<file path="src/hw/rtl/nfa_state_set_matcher_defines.svh">
// Assertion macros for the NFA state-set matcher.
`ifndef NFA_STATE_SET_MATCHER_DEFINES_SVH
`define NFA_STATE_SET_MATCHER_DEFINES_SVH

`ifndef ASSERT_OFF
`define NSM_ASSERT(lbl, clk, rst_n, prop, msg) \
  lbl: assert property (@(posedge clk) disable iff (!rst_n) (prop)) else $error(msg);
`define NSM_ASSERT_NEXT(lbl, clk, rst_n, ante, cons, msg) \
  lbl: assert property (@(posedge clk) disable iff (!rst_n) (ante) |=> (cons)) \
    else $error(msg);
`else
`define NSM_ASSERT(lbl, clk, rst_n, prop, msg)
`define NSM_ASSERT_NEXT(lbl, clk, rst_n, ante, cons, msg)
`endif

`endif

</file>
<file path="src/hw/rtl/nsm_pkg.sv">
// Shared types, constants and helper functions for the NFA state-set matcher.
`timescale 1ns / 1ps
package nsm_pkg;

  localparam int NUM_STATES    = 16;
  localparam int STATE_BITS    = 4;
  localparam int SYMBOL_BITS   = 8;
  localparam int SYM_PORT_BITS = 8;
  localparam int SET_BITS      = 16;
  localparam int CFG_IDX_BITS  = 2;
  localparam int CFG_DATA_BITS = 16;
  localparam int MAX_TRANS_DEF = 64;
  localparam int QUEUE_DEPTH   = 2;

  typedef enum logic [1:0] {
    ACT_CLEAR   = 2'd0,
    ACT_ADD     = 2'd1,
    ACT_CONSUME = 2'd2,
    ACT_END     = 2'd3
  } action_t;

  typedef enum logic [1:0] {
    STATUS_VERDICT  = 2'd0,
    STATUS_FULL     = 2'd1,
    STATUS_NO_START = 2'd2
  } status_t;

  typedef enum logic [CFG_IDX_BITS-1:0] {
    REG_START_STATE = 2'd0,
    REG_ACCEPT_MASK = 2'd1
  } reg_idx_t;

  typedef struct packed {
    action_t                 op;
    logic [STATE_BITS-1:0]   src;
    logic [SYMBOL_BITS-1:0]  sym;
    logic [STATE_BITS-1:0]   dst;
  } cmd_t;

  typedef struct packed {
    logic [STATE_BITS-1:0]   src;
    logic [SYMBOL_BITS-1:0]  label;
    logic [STATE_BITS-1:0]   dst;
  } entry_t;

  typedef struct packed {
    logic                     we;
    logic [CFG_IDX_BITS-1:0]  idx;
    logic [CFG_DATA_BITS-1:0] data;
  } cfg_wr_t;

  typedef struct packed {
    logic empty;
    logic full;
  } q_status_t;

  typedef struct packed {
    logic busy;
    logic table_full;
  } back_status_t;

  function automatic logic state_ok(logic [STATE_BITS-1:0] s);
    state_ok = ({1'b0, s} < (STATE_BITS + 1)'(NUM_STATES));
  endfunction

  function automatic logic [SET_BITS-1:0] state_bit(logic [STATE_BITS-1:0] s);
    logic [SET_BITS-1:0] b;
    b = '0;
    if (state_ok(s)) begin
      b[s] = 1'b1;
    end
    state_bit = b;
  endfunction

endpackage

</file>
<file path="src/hw/rtl/nsm_front.sv">
// Front end: accept input transactions, drop ignored adds, register the command.
`timescale 1ns / 1ps
module nsm_front import nsm_pkg::*; (
  input  logic                     clk,
  input  logic                     rst_n,
  input  logic                     in_valid,
  output logic                     in_stall,
  input  logic [1:0]               in_action,
  input  logic [STATE_BITS-1:0]    in_from_state,
  input  logic [SYM_PORT_BITS-1:0] in_symbol,
  input  logic [STATE_BITS-1:0]    in_to_state,
  output cmd_t                     cmd_o,
  output logic                     cmd_valid,
  input  logic                     cmd_ready
);

  cmd_t    cmd_r, cmd_nxt;
  logic    valid_r, valid_nxt;
  logic    take, keep;
  action_t act;

  assign in_stall  = valid_r && !cmd_ready;
  assign cmd_o     = cmd_r;
  assign cmd_valid = valid_r;

  always_comb begin
    act  = action_t'(in_action);
    take = in_valid && !in_stall;
    keep = 1'b1;
    if (act == ACT_ADD) begin
      keep = state_ok(in_from_state) && state_ok(in_to_state);
    end
    cmd_nxt.op  = act;
    cmd_nxt.src = in_from_state;
    cmd_nxt.sym = in_symbol[SYMBOL_BITS-1:0];
    cmd_nxt.dst = in_to_state;
    valid_nxt   = valid_r;
    if (take && keep) begin
      valid_nxt = 1'b1;
    end else if (cmd_ready) begin
      valid_nxt = 1'b0;
    end
  end

  always_ff @(posedge clk) begin
    if (!rst_n) begin
      valid_r <= 1'b0;
    end else begin
      valid_r <= valid_nxt;
    end
  end

  always_ff @(posedge clk) begin
    if (take && keep) begin
      cmd_r <= cmd_nxt;
    end
  end

endmodule

</file>
<file path="src/hw/rtl/nsm_queue.sv">
// Short command queue between the front end and the execution back end.
`timescale 1ns / 1ps
module nsm_queue import nsm_pkg::*; (
  input  logic      clk,
  input  logic      rst_n,
  input  cmd_t      push_cmd,
  input  logic      push,
  output logic      push_ready,
  output cmd_t      pop_cmd,
  output logic      pop_valid,
  input  logic      pop,
  output q_status_t st_o
);

  localparam int PW = $clog2(QUEUE_DEPTH);

  cmd_t            slot_r [QUEUE_DEPTH];
  logic [PW-1:0]   wp_r, wp_nxt, rp_r, rp_nxt;
  logic [PW:0]     cnt_r, cnt_nxt;
  logic            do_push, do_pop;

  assign push_ready = (cnt_r != (PW + 1)'(QUEUE_DEPTH));
  assign pop_valid  = (cnt_r != '0);
  assign pop_cmd    = slot_r[rp_r];
  assign st_o.empty = !pop_valid;
  assign st_o.full  = !push_ready;

  always_comb begin
    do_push = push && push_ready;
    do_pop  = pop && pop_valid;
    wp_nxt  = do_push ? wp_r + PW'(1) : wp_r;
    rp_nxt  = do_pop ? rp_r + PW'(1) : rp_r;
    cnt_nxt = cnt_r;
    if (do_push && !do_pop) begin
      cnt_nxt = cnt_r + (PW + 1)'(1);
    end else if (do_pop && !do_push) begin
      cnt_nxt = cnt_r - (PW + 1)'(1);
    end
  end

  always_ff @(posedge clk) begin
    if (!rst_n) begin
      wp_r  <= '0;
      rp_r  <= '0;
      cnt_r <= '0;
    end else begin
      wp_r  <= wp_nxt;
      rp_r  <= rp_nxt;
      cnt_r <= cnt_nxt;
    end
  end

  always_ff @(posedge clk) begin
    if (do_push) begin
      slot_r[wp_r] <= push_cmd;
    end
  end

endmodule

</file>
<file path="src/hw/rtl/nsm_back.sv">
// Back end: transition table, state sets, table scan, config registers, result register.
`timescale 1ns / 1ps
module nsm_back import nsm_pkg::*; #(
  parameter int MAX_TRANSITIONS = MAX_TRANS_DEF
) (
  input  logic                clk,
  input  logic                rst_n,
  input  cmd_t                q_cmd,
  input  logic                q_valid,
  output logic                q_pop,
  input  cfg_wr_t             cfg,
  input  logic                out_stall,
  output logic                out_valid,
  output logic [1:0]          out_status,
  output logic                out_accepted,
  output logic [SET_BITS-1:0] out_state_set,
  output back_status_t        st_o
);

  localparam int CW = $clog2(MAX_TRANSITIONS + 1);
  localparam int AW = $clog2(MAX_TRANSITIONS);

  typedef enum logic [1:0] {
    ST_IDLE = 2'b01,
    ST_SCAN = 2'b10
  } fsm_t;

  entry_t                 mem [MAX_TRANSITIONS];
  entry_t                 rd_data_r;
  entry_t                 wr_data;
  logic                   wr_en, rd_en;
  logic [AW-1:0]          wr_addr, rd_addr;

  fsm_t                   state_r, state_nxt;
  logic [CW-1:0]          count_r, count_nxt;
  logic [CW-1:0]          idx_r, idx_nxt;
  logic                   pend_r, pend_nxt;
  logic [SET_BITS-1:0]    has_r, has_nxt;
  logic [SET_BITS-1:0]    active_r, active_nxt;
  logic [SET_BITS-1:0]    stopped_r, stopped_nxt;
  logic [SET_BITS-1:0]    moved_r, moved_nxt;
  logic [SET_BITS-1:0]    next_r, next_nxt;
  logic [SYMBOL_BITS-1:0] sym_r, sym_nxt;
  logic [STATE_BITS-1:0]  start_r, start_nxt;
  logic [SET_BITS-1:0]    mask_r, mask_nxt;
  logic                   ov_r, ov_nxt;
  status_t                os_r, os_nxt;
  logic                   oa_r, oa_nxt;
  logic [SET_BITS-1:0]    oset_r, oset_nxt;

  logic                   full, out_free, needs_out, load_out, issue;
  logic [SET_BITS-1:0]    final_set, acc_set;

  assign out_valid       = ov_r;
  assign out_status      = os_r;
  assign out_accepted    = oa_r;
  assign out_state_set   = oset_r;
  assign st_o.busy       = (state_r == ST_SCAN);
  assign st_o.table_full = full;

  always_comb begin
    full      = (count_r == CW'(MAX_TRANSITIONS));
    out_free  = !ov_r || !out_stall;
    needs_out = (q_cmd.op == ACT_END) || ((q_cmd.op == ACT_ADD) && full);
    final_set = active_r | stopped_r;
    acc_set   = final_set & mask_r;
    issue     = 1'b0;

    state_nxt   = state_r;
    count_nxt   = count_r;
    idx_nxt     = idx_r;
    pend_nxt    = pend_r;
    has_nxt     = has_r;
    active_nxt  = active_r;
    stopped_nxt = stopped_r;
    moved_nxt   = moved_r;
    next_nxt    = next_r;
    sym_nxt     = sym_r;
    start_nxt   = start_r;
    mask_nxt    = mask_r;
    os_nxt      = os_r;
    oa_nxt      = oa_r;
    oset_nxt    = oset_r;
    load_out    = 1'b0;
    q_pop       = 1'b0;
    wr_en       = 1'b0;
    rd_en       = 1'b0;
    wr_addr     = count_r[AW-1:0];
    rd_addr     = idx_r[AW-1:0];
    wr_data.src   = q_cmd.src;
    wr_data.label = q_cmd.sym;
    wr_data.dst   = q_cmd.dst;

    case (state_r)
      ST_IDLE: begin
        if (q_valid && (!needs_out || out_free)) begin
          q_pop = 1'b1;
          case (q_cmd.op)
            ACT_CLEAR: begin
              count_nxt   = '0;
              has_nxt     = '0;
              active_nxt  = state_bit(start_r);
              stopped_nxt = '0;
            end
            ACT_ADD: begin
              if (full) begin
                load_out = 1'b1;
                os_nxt   = STATUS_FULL;
                oa_nxt   = 1'b0;
                oset_nxt = '0;
              end else begin
                wr_en     = 1'b1;
                has_nxt   = has_r | state_bit(q_cmd.src);
                count_nxt = count_r + CW'(1);
              end
            end
            ACT_CONSUME: begin
              state_nxt = ST_SCAN;
              idx_nxt   = '0;
              pend_nxt  = 1'b0;
              moved_nxt = '0;
              next_nxt  = '0;
              sym_nxt   = q_cmd.sym;
            end
            ACT_END: begin
              load_out = 1'b1;
              if ((has_r & state_bit(start_r)) == '0) begin
                os_nxt   = STATUS_NO_START;
                oa_nxt   = 1'b0;
                oset_nxt = '0;
              end else if (acc_set != '0) begin
                os_nxt   = STATUS_VERDICT;
                oa_nxt   = 1'b1;
                oset_nxt = acc_set;
              end else begin
                os_nxt   = STATUS_VERDICT;
                oa_nxt   = 1'b0;
                oset_nxt = final_set;
              end
              active_nxt  = state_bit(start_r);
              stopped_nxt = '0;
            end
            default: ;
          endcase
        end
      end
      ST_SCAN: begin
        issue    = (idx_r < count_r);
        rd_en    = issue;
        pend_nxt = issue;
        if (issue) begin
          idx_nxt = idx_r + CW'(1);
        end
        if (pend_r && ((active_r & state_bit(rd_data_r.src)) != '0)
            && (rd_data_r.label == sym_r)) begin
          moved_nxt = moved_r | state_bit(rd_data_r.src);
          next_nxt  = next_r | state_bit(rd_data_r.dst);
        end
        if (!issue && !pend_r) begin
          stopped_nxt = stopped_r | (active_r & ~moved_r);
          active_nxt  = next_r;
          state_nxt   = ST_IDLE;
        end
      end
      default: begin
        state_nxt = ST_IDLE;
      end
    endcase

    if (cfg.we) begin
      case (reg_idx_t'(cfg.idx))
        REG_START_STATE: begin
          start_nxt   = cfg.data[STATE_BITS-1:0];
          active_nxt  = state_bit(cfg.data[STATE_BITS-1:0]);
          stopped_nxt = '0;
        end
        REG_ACCEPT_MASK: begin
          mask_nxt = cfg.data[SET_BITS-1:0];
        end
        default: ;
      endcase
    end

    ov_nxt = ov_r;
    if (load_out) begin
      ov_nxt = 1'b1;
    end else if (!out_stall) begin
      ov_nxt = 1'b0;
    end
  end

  always_ff @(posedge clk) begin
    if (!rst_n) begin
      state_r   <= ST_IDLE;
      count_r   <= '0;
      idx_r     <= '0;
      pend_r    <= 1'b0;
      has_r     <= '0;
      active_r  <= state_bit('0);
      stopped_r <= '0;
      start_r   <= '0;
      mask_r    <= '0;
      ov_r      <= 1'b0;
    end else begin
      state_r   <= state_nxt;
      count_r   <= count_nxt;
      idx_r     <= idx_nxt;
      pend_r    <= pend_nxt;
      has_r     <= has_nxt;
      active_r  <= active_nxt;
      stopped_r <= stopped_nxt;
      start_r   <= start_nxt;
      mask_r    <= mask_nxt;
      ov_r      <= ov_nxt;
    end
  end

  always_ff @(posedge clk) begin
    moved_r <= moved_nxt;
    next_r  <= next_nxt;
    sym_r   <= sym_nxt;
    if (load_out) begin
      os_r   <= os_nxt;
      oa_r   <= oa_nxt;
      oset_r <= oset_nxt;
    end
  end

  always_ff @(posedge clk) begin
    if (wr_en) begin
      mem[wr_addr] <= wr_data;
    end
    if (rd_en) begin
      rd_data_r <= mem[rd_addr];
    end
  end

endmodule

</file>
<file path="src/hw/rtl/nfa_state_set_matcher.sv">
// Top level of the NFA state-set matcher: front end, command queue, back end.
//
//  channel  direction  handshake           payload
//  in       input      in_valid/in_stall   in_action, in_from_state, in_symbol, in_to_state
//  out      output     out_valid/out_stall out_status, out_accepted, out_state_set
//  cfg      input      cfg_valid/cfg_ready cfg_index, cfg_data
//
// Consume holds the back end while the scan reads one entry per cycle through the single
// registered read port of the table memory. Clear, add and end of string need no scan;
// the front-end register and the queue stand ahead of the back end.
// Synchronous active-low reset; the table needs no clearing pass.
// The front end stalls only when its register and the queue are full; the back end
// holds results for end of string and table full until the result register is free.
`timescale 1ns / 1ps
`include "nfa_state_set_matcher_defines.svh"
module nfa_state_set_matcher import nsm_pkg::*; #(
  parameter int MAX_TRANSITIONS = MAX_TRANS_DEF
) (
  input  logic                     clk,
  input  logic                     rst_n,
  input  logic                     in_valid,
  output logic                     in_stall,
  input  logic [1:0]               in_action,
  input  logic [STATE_BITS-1:0]    in_from_state,
  input  logic [SYM_PORT_BITS-1:0] in_symbol,
  input  logic [STATE_BITS-1:0]    in_to_state,
  output logic                     out_valid,
  input  logic                     out_stall,
  output logic [1:0]               out_status,
  output logic                     out_accepted,
  output logic [SET_BITS-1:0]      out_state_set,
  input  logic                     cfg_valid,
  output logic                     cfg_ready,
  input  logic [CFG_IDX_BITS-1:0]  cfg_index,
  input  logic [CFG_DATA_BITS-1:0] cfg_data
);

  cmd_t         fr_cmd, q_cmd;
  logic         fr_valid, q_ready, q_valid, q_pop;
  q_status_t    q_st;
  back_status_t back_st;
  cfg_wr_t      cfg;

  assign cfg_ready = 1'b1;
  assign cfg.we    = cfg_valid && cfg_ready;
  assign cfg.idx   = cfg_index;
  assign cfg.data  = cfg_data;

  nsm_front u_front (
    .clk           (clk),
    .rst_n         (rst_n),
    .in_valid      (in_valid),
    .in_stall      (in_stall),
    .in_action     (in_action),
    .in_from_state (in_from_state),
    .in_symbol     (in_symbol),
    .in_to_state   (in_to_state),
    .cmd_o         (fr_cmd),
    .cmd_valid     (fr_valid),
    .cmd_ready     (q_ready)
  );

  nsm_queue u_queue (
    .clk        (clk),
    .rst_n      (rst_n),
    .push_cmd   (fr_cmd),
    .push       (fr_valid),
    .push_ready (q_ready),
    .pop_cmd    (q_cmd),
    .pop_valid  (q_valid),
    .pop        (q_pop),
    .st_o       (q_st)
  );

  nsm_back #(
    .MAX_TRANSITIONS (MAX_TRANSITIONS)
  ) u_back (
    .clk           (clk),
    .rst_n         (rst_n),
    .q_cmd         (q_cmd),
    .q_valid       (q_valid),
    .q_pop         (q_pop),
    .cfg           (cfg),
    .out_stall     (out_stall),
    .out_valid     (out_valid),
    .out_status    (out_status),
    .out_accepted  (out_accepted),
    .out_state_set (out_state_set),
    .st_o          (back_st)
  );

  `NSM_ASSERT(a_no_pop_while_scan, clk, rst_n, !(q_pop && back_st.busy), "pop during table scan")
  `NSM_ASSERT(a_queue_flags, clk, rst_n, !(q_st.full && q_st.empty), "queue full and empty")
  `NSM_ASSERT(a_stall_when_full, clk, rst_n, !(q_st.full && fr_valid) || in_stall, "no stall on full queue")
  `NSM_ASSERT_NEXT(a_result_from_pop, clk, rst_n, !out_valid && !q_pop, !out_valid, "result without command")

endmodule
</file>
<file path="config.mk">
export PLATFORM = sky130hd
export DESIGN_NAME = nfa_state_set_matcher
export DESIGN_NICKNAME = d
export VERILOG_FILES = /design/src/hw/rtl/nsm_pkg.sv /design/src/hw/rtl/nsm_front.sv /design/src/hw/rtl/nsm_queue.sv /design/src/hw/rtl/nsm_back.sv /design/src/hw/rtl/nfa_state_set_matcher.sv
export VERILOG_INCLUDE_DIRS = /design/src /design/src/hw/rtl
export SDC_FILE = /design/constraint.sdc
export NUM_CORES = 1
export LEC_CHECK = 0
export BUFFER_PORTS_ARGS = -buffer_cell sky130_fd_sc_hd__buf_2
export CAP_MARGIN = 30
export CORE_MARGIN = 1.5
export CORE_UTILIZATION = 45
export DETAILED_ROUTE_END_ITERATION = 6
export PLACE_DENSITY = 0.67
export REMOVE_ABC_BUFFERS = 1
export SLEW_MARGIN = 20
export SYNTH_ARGS = -nofsm -noshare
export SYNTH_HDL_FRONTEND = slang
export SYNTH_SLANG_ARGS = --single-unit
export TNS_END_PERCENT = 100
</file>
<file path="constraint.sdc">
create_clock -name clk -period 4.6 [get_ports clk]
set_input_delay 1.38 -clock clk [delete_from_list [all_inputs] [get_ports clk]]
set_output_delay 1.38 -clock clk [all_outputs]
set_load 0.02 [all_outputs]
</file>
## Word-level counts from Yosys, hierarchy flattened

Memories as Yosys holds them, arrays and structs flattened. A register that Yosys moved wholly into a read port is not among the register bits.
Index checks and enable logic that the tools add are counted.

- Flip-flop bits (word level): 168
- RAM bits: 1060
- Bits of input ports: 41
- Output and inout bits: 22
- Logic and storage cells: 208
- Memories kept: 2

- Add/subtract/negate cells: 6
- Order comparisons: 11
- Equal/unequal tests: 17
- Muxes and demuxes: 89
- Bitwise operators: 10
- Reduce and logical (&&, ||, !) cells: 49

Memory list:

| memory | words | bits a word | rd ports | clocked after Yosys merged registers in | write ports | RTL line | source |
|---|---|---|---|---|---|---|---|
| u_back.mem | 64 | 16 | 1 | 1 | 1 | nsm_back.sv:28 | `entry_t mem [MAX_TRANSITIONS];` |
| u_queue.slot_r | 2 | 18 | 1 | 1 | 1 | nsm_queue.sv:17 | `cmd_t slot_r [QUEUE_DEPTH];` |

Operators by type and width:

| cell | number |
|---|---|
| 16-bit two-way mux | 30 |
| 16-bit case mux with 2 select lines | 6 |
| 16-bit bitwise OR | 5 |
| 16-bit bitwise AND | 4 |
| 16-bit nonzero test | 2 |
| 1-bit two-way mux | 30 |
| 7-bit two-way mux | 4 |
| 7-bit case mux with 2 select lines | 2 |
| 4-bit by 5-bit < comparator with 1-bit output (second input constant) | 5 |
| 1-bit demux with 4-bit select | 5 |
| 4-bit by 1-bit >= comparator with 1-bit output (second input constant) | 5 |
| 1-bit logical AND | 16 |
| 16-bit logical NOT | 1 |
| 16-bit inverter | 1 |
| 7-bit by 1-bit adder with 7-bit output (second input constant) | 2 |
| 2-bit two-way mux | 7 |
| 2-bit by 1-bit inequality test with 1-bit output (second input constant) | 6 |
| 4-bit AND reduction | 3 |
| 2-bit nonzero test | 6 |
| 1-bit logical NOT | 9 |
| 3-bit AND reduction | 3 |
| 8-bit equality test | 1 |
| 2-bit case mux with 2 select lines | 2 |
| 7-bit equality test (second input constant) | 1 |
| other kinds (13) | 26 |

## Logic depth before layout (Yosys ltp)

- Depth in word-level cells: 14
- Gate-level depth with buffers: 14
- Gate-level depth less buffers: 11

## By module

Synthesis repeated with hierarchy kept, for this count alone.

- Cells, all modules: 2681
- Area, all modules: 49095.8 sq um

By module, submodules not included:

| module | instances | cells each | area an instance (sq um) | sequential area each (sq um) |
|---|---|---|---|---|
| nsm_back | 1 | 2575 | 46957.5 | 34723.3 |
| nsm_queue | 1 | 82 | 1539.0 | 1181.1 |
| nsm_front | 1 | 22 | 588.1 | 560.5 |
| nfa_state_set_matcher | 1 | 2 | 11.3 | 0.0 |

## Worst setup path after synthesis

No wires, ideal clock.

- Kind: flip-flop to flip-flop
- Start point: reg with a tool-made name
- End point: reg u_back.oa_r, in the netlist u_back.out_accepted (enable)
- Setup time: 397 ps
- Arrival: 3570 ps
- Required time: 4203 ps
- Slack: 633 ps
- Stages on the path, launching flop included: 12
- Buffers on the path: 3
- Clock period less this slack: 3967 ps
- Cells stage by stage: dfxtp_1 -> clkbuf_1 -> clkbuf_1 -> mux2i_1 -> inv_1 -> ha_1 -> and4b_1 -> a21oi_1 -> nor2_1 -> or2_2 -> clkbuf_1 -> nor2b_1

RTL lines:

| element | RTL line | source |
|---|---|---|
| to (signal assigned) | nsm_back.sv:224 | `oa_r <= oa_nxt;` |
| to (decl) | nsm_back.sv:48 | `logic oa_r, oa_nxt;` |

## Worst setup path after layout

- Start point: reg u_back.count_r[4]
- End point: mem u_back.mem[25][3] (netlist name) (enable)

- Cells in the longest elaborated chain, start to end: 10
- Elaborated cells on any way between the ends: 12
- Those cells by class: eq/ne: 1; mux: 6; reduce/logical: 5

RTL lines:

| element | RTL line | source |
|---|---|---|
| from (decl) | nsm_back.sv:35 | `logic [CW-1:0] count_r, count_nxt;` |
| from (signal assigned) | nsm_back.sv:206 | `count_r <= count_nxt;` |
| 7-bit equality test | nsm_back.sv:62 | `full = (count_r == CW'(MAX_TRANSITIONS));` |
| 1-bit logical AND | nsm_back.sv:64 | `needs_out = (q_cmd.op == ACT_END) \|\| ((q_cmd.op == ACT_ADD) && full);` |
| 1-bit logical OR | nsm_back.sv:64 |  |
| 1-bit logical NOT | nsm_back.sv:96 | `if (q_valid && (!needs_out \|\| out_free)) begin` |
| 1-bit logical OR | nsm_back.sv:96 |  |
| 1-bit logical AND | nsm_back.sv:96 |  |
| 1-bit two-way mux | nsm_back.sv:96 |  |
| 1-bit two-way mux | nsm_back.sv:94 | `case (state_r)` |
| 1-bit two-way mux | nsm_back.sv:230 | `if (wr_en) begin` |
| 1-bit two-way mux (not written as such) | nsm_back.sv:231 | `mem[wr_addr] <= wr_data;` |
| to (decl) | nsm_back.sv:28 |  |

Several ways; a longest one is shown, not always the timed one.

==> summary.md <==
| Metric | Value |
|---|---|
| Worst min path class | reg2reg |
| Chip width | 334 um |
| Critical-path top delay cell | or3_1 |
| Post-synth cell types | 79 |
| Final cycle utilization of the critical path | 75.9% |
| Core area | 0.109 sq mm |
| Grt met1 use | 29.0% |
| Switch share | 24.8% |
| Final worst-path setup slack | 1.11 ns |
| All-Layer GR Usage | 21.0% |
| Post-CTS Resized | 0 |
| Unrepaired setup endpoints after global routing | false |
| Required time of the critical path | 4.98 ns |
| Dpl cells | 4182 |
| CTS tree | done |
| Met2 Usage GRT | 34.0% |
| Largest net degree at the start of global routing | 67 |
| Ys async rst share | 0% |
| Area delta synth->final | 12.8% |
| DRT iter0 DRCs | 3253 |
| Vias in the first global route | 26300 |
| Slew Limit Fails | 0 |
| Via density | 6.04 |
| DRC viols | 0 |
| Die height | 334 um |
| Post-detail-place hpwl | 74.1 mm |
| CTS root buf | clkbuf_16 |
| Pint | 19.6 mW |
| Max FFs per register | 1024 |
| Die area | 0.112 sq mm |
| Critical path fanouts, max | 14 |
| FF+latch count, synth | 1245 |
| Critical path class | reg2reg |
| Final min period | 3.49 ns |
| Post-synth EDFFs | 1153 |
| Max-cap viol count | 0 |
| Peak VDD IR | 0.353 mV |
| Final Setup Violations | 0 |
| Gate Count Post-Synth | 2732 |
| Clock sinks | 1245 |
| Clock power share | 37.3% |
| Dominant synthesized flop cell | edfxtp_1 |
| Critical path arrival | 3.87 ns |
| Overflow after GRT | 0 |
| Initial Util | 45.3% |
| Share of total power in sequential cells | 52.7% |
| Layout cell share with drive strength beyond 1 | 23.0% |
| YS warnings | 0 |
| PD cells | 469 mW/mm^2 |
| Post-synthesis cell area | 0.0494 sq mm |
| Crit path largest cell delay | 0.59 ns |
| Syn avg cell area | 18.1 sq um |
| Final std cells w/o fill | 4399 |
| Rows | 121 |
| H-tree level count | 3 |
| Max Clock Skew | 0.0290 ns |
| CTS buffer count | 115 |
| Initial antenna violation count | 0 |
| Nets | 2944 |
| Max-Slew Margin vs Limit | 34.8% |
| Number of buffers added on ports | 61 |
| Layout fillers | 8433 |
| Final hold vios | 0 |
| Skew-Pair Late Insertion Delay | 0.70 ns |
| Met3 usage | 3.82% |
| Largest Register | u_back.mem |
| Crit start category | register |
| Deepest clock path buffer count | 3 |
| Pre-CTS WS | 0.654 ns |
| Status | completed |
| Post-CTS Setup Bufs | 0 |
| Vias | 26600 |
| Wire per inst | 26.7 um |
| Most frequent cells in the layout | 1153 x edfxtp_1, 246 x mux4_2, 209 x nor2_1, 137 x nand2_1, 116 x clkbuf_16 |
| Comb pwr share | 10.0% |
| Clock slew at the register clock pins of the worst setup and hold paths | 0.06 ns |
| Setup crit end kind | register |
| Leak Pwr | 17.4 nW |
| First-pass GRT wire length | 174 mm |
| Final wirelength | 118 mm |
| Routability cong. | 0.922 |
| Antenna-violating nets left | 0 |
| Psw | 6.47 mW |
| Crit-path cells | or3_1 > nor3_2 > a211oi_1 > and3_1 > nand2_1 > nor2_1 > buf_4 |
| Drt pass-1 iters | 6 |
| Actual slew at the worst max-slew pin | 0.978 ns |
| Highest clock rate | 286 MHz |
| Grt peak-use layer | met2 |
| Ports | 63 |
| Post-synthesis sequential area ratio | 73.9% |
| Commonest non-fill, non-tap cell in the layout | edfxtp_1 |
| # hold bufs at CTS | 0 |
## power by group through the flow
stage / sequential (mW) / combinational (mW) / clock (mW)
2_1_floorplan: 13.9 / 1.29 / 0
3_3_place_gp: 14.0 / 2.48 / 0
3_5_place_dp: 14.0 / 2.61 / 0
4_1_cts: 13.7 / 2.61 / 9.86
5_1_grt: 13.8 / 2.79 / 10.3
6_report: 13.8 / 2.62 / 9.73
## worst paths after layout
path | end | from | cells after the start | slack [ns]
setup / recovery | u_back.mem[25][3]$_DFFE_PP_ | u_back.count_r[4]$_SDFFE_PN0P_ | 7 | 1.11
setup reg to reg | u_back.mem[25][3]$_DFFE_PP_ | u_back.count_r[4]$_SDFFE_PN0P_ | 7 | 1.11
hold / removal | u_queue.slot_r[0][12]$_DFFE_PP_ | u_front.cmd_o[12]$_DFFE_PP_ | 0 | 0.45
hold reg to reg | u_queue.slot_r[0][12]$_DFFE_PP_ | u_front.cmd_o[12]$_DFFE_PP_ | 0 | 0.45
## worst max-delay path, delay by kind of cell (launching register included)
kind / cells / cell delay [ns]
and+or+nand+nor: 5 / 1.97
DFF: 1 / 0.48
AOI/OAI and AO/OA: 1 / 0.40
buffers and inverters: 1 / 0.30
## metrics by stage
stage	hold WS, ns	utilization (%)	power (mW)	area (sq um)	setup TNS, ns
after detailed placement	0.438	47.6	16.6	51800	0
after CTS	0.452	51.1	26.2	55700	0
after global routing	0.458	51.1	26.9	55700	0
final	0.447	51.1	26.1	55700	0
after global placement	0.430	47.5	16.5	51700	0
after floorplan	0.421	-	15.2	48600	-360.48
## metal layers
layer / share of wire [%] / routed length (um)
met5: 0 / 0
met3: 8.0 / 9440
met4: 3.1 / 3670
met2: 48 / 56700
met1: 41 / 47800
## synthesized netlist by cell type, drive strengths merged (5+ instances only)
cell / n / area share, %
o21a: 5 / 0.091
mux2i: 67 / 1.4
a21oi: 71 / 0.72
a32o: 16 / 0.35
xnor2: 12 / 0.21
nor3: 35 / 0.39
o22ai: 12 / 0.15
mux4: 246 / 11
nor2: 209 / 1.6
o221a: 17 / 0.39
nand3: 33 / 0.33
and2: 11 / 0.14
inv: 47 / 0.36
a22oi: 36 / 0.55
mux2: 13 / 0.30
dfxtp: 92 / 3.7
nand2: 138 / 1.1
o221ai: 14 / 0.25
nand2b: 24 / 0.30
clkbuf: 70 / 0.53
o21ai: 74 / 0.76
a221oi: 15 / 0.27
buf: 82 / 1.1
a31oi: 10 / 0.13
and3: 8 / 0.10
or3: 12 / 0.15
a21boi: 24 / 0.37
o211ai: 6 / 0.14
ha: 16 / 0.41
nor4: 22 / 0.30
a211oi: 43 / 0.66
edfxtp: 1153 / 70
nor2b: 39 / 0.49
nand4: 9 / 0.11
## cell type report
type | count | area, sq um | share of cell area, %
sequential | 1245 | 36500 | 65.5
timing repair buffer | 190 | 1430 | 2.56
antenna | 1 | 2.50 | 0.00449
inverter | 47 | 176 | 0.317
clock inverter | 79 | 871 | 1.56
multi-input combinational | 1288 | 11900 | 21.5
tap | 1414 | 1770 | 3.18
clock buffer | 135 | 3000 | 5.40
## logic make-up (layout without fill, tap and decap cells)
logic type	after synthesis	after routing	share of synthesized area [%]
compound gates	371	371	5.33
flops	1245	1245	73.9
simple gates	560	560	5.30
xor+xnor	14	14	0.248
mux	326	326	12.9
fa+ha+maj	16	16	0.406
buf+inv	199	451	1.95
other cells	1	2	0.00760
No activity file was read; power rests on OpenSTA's default activity.
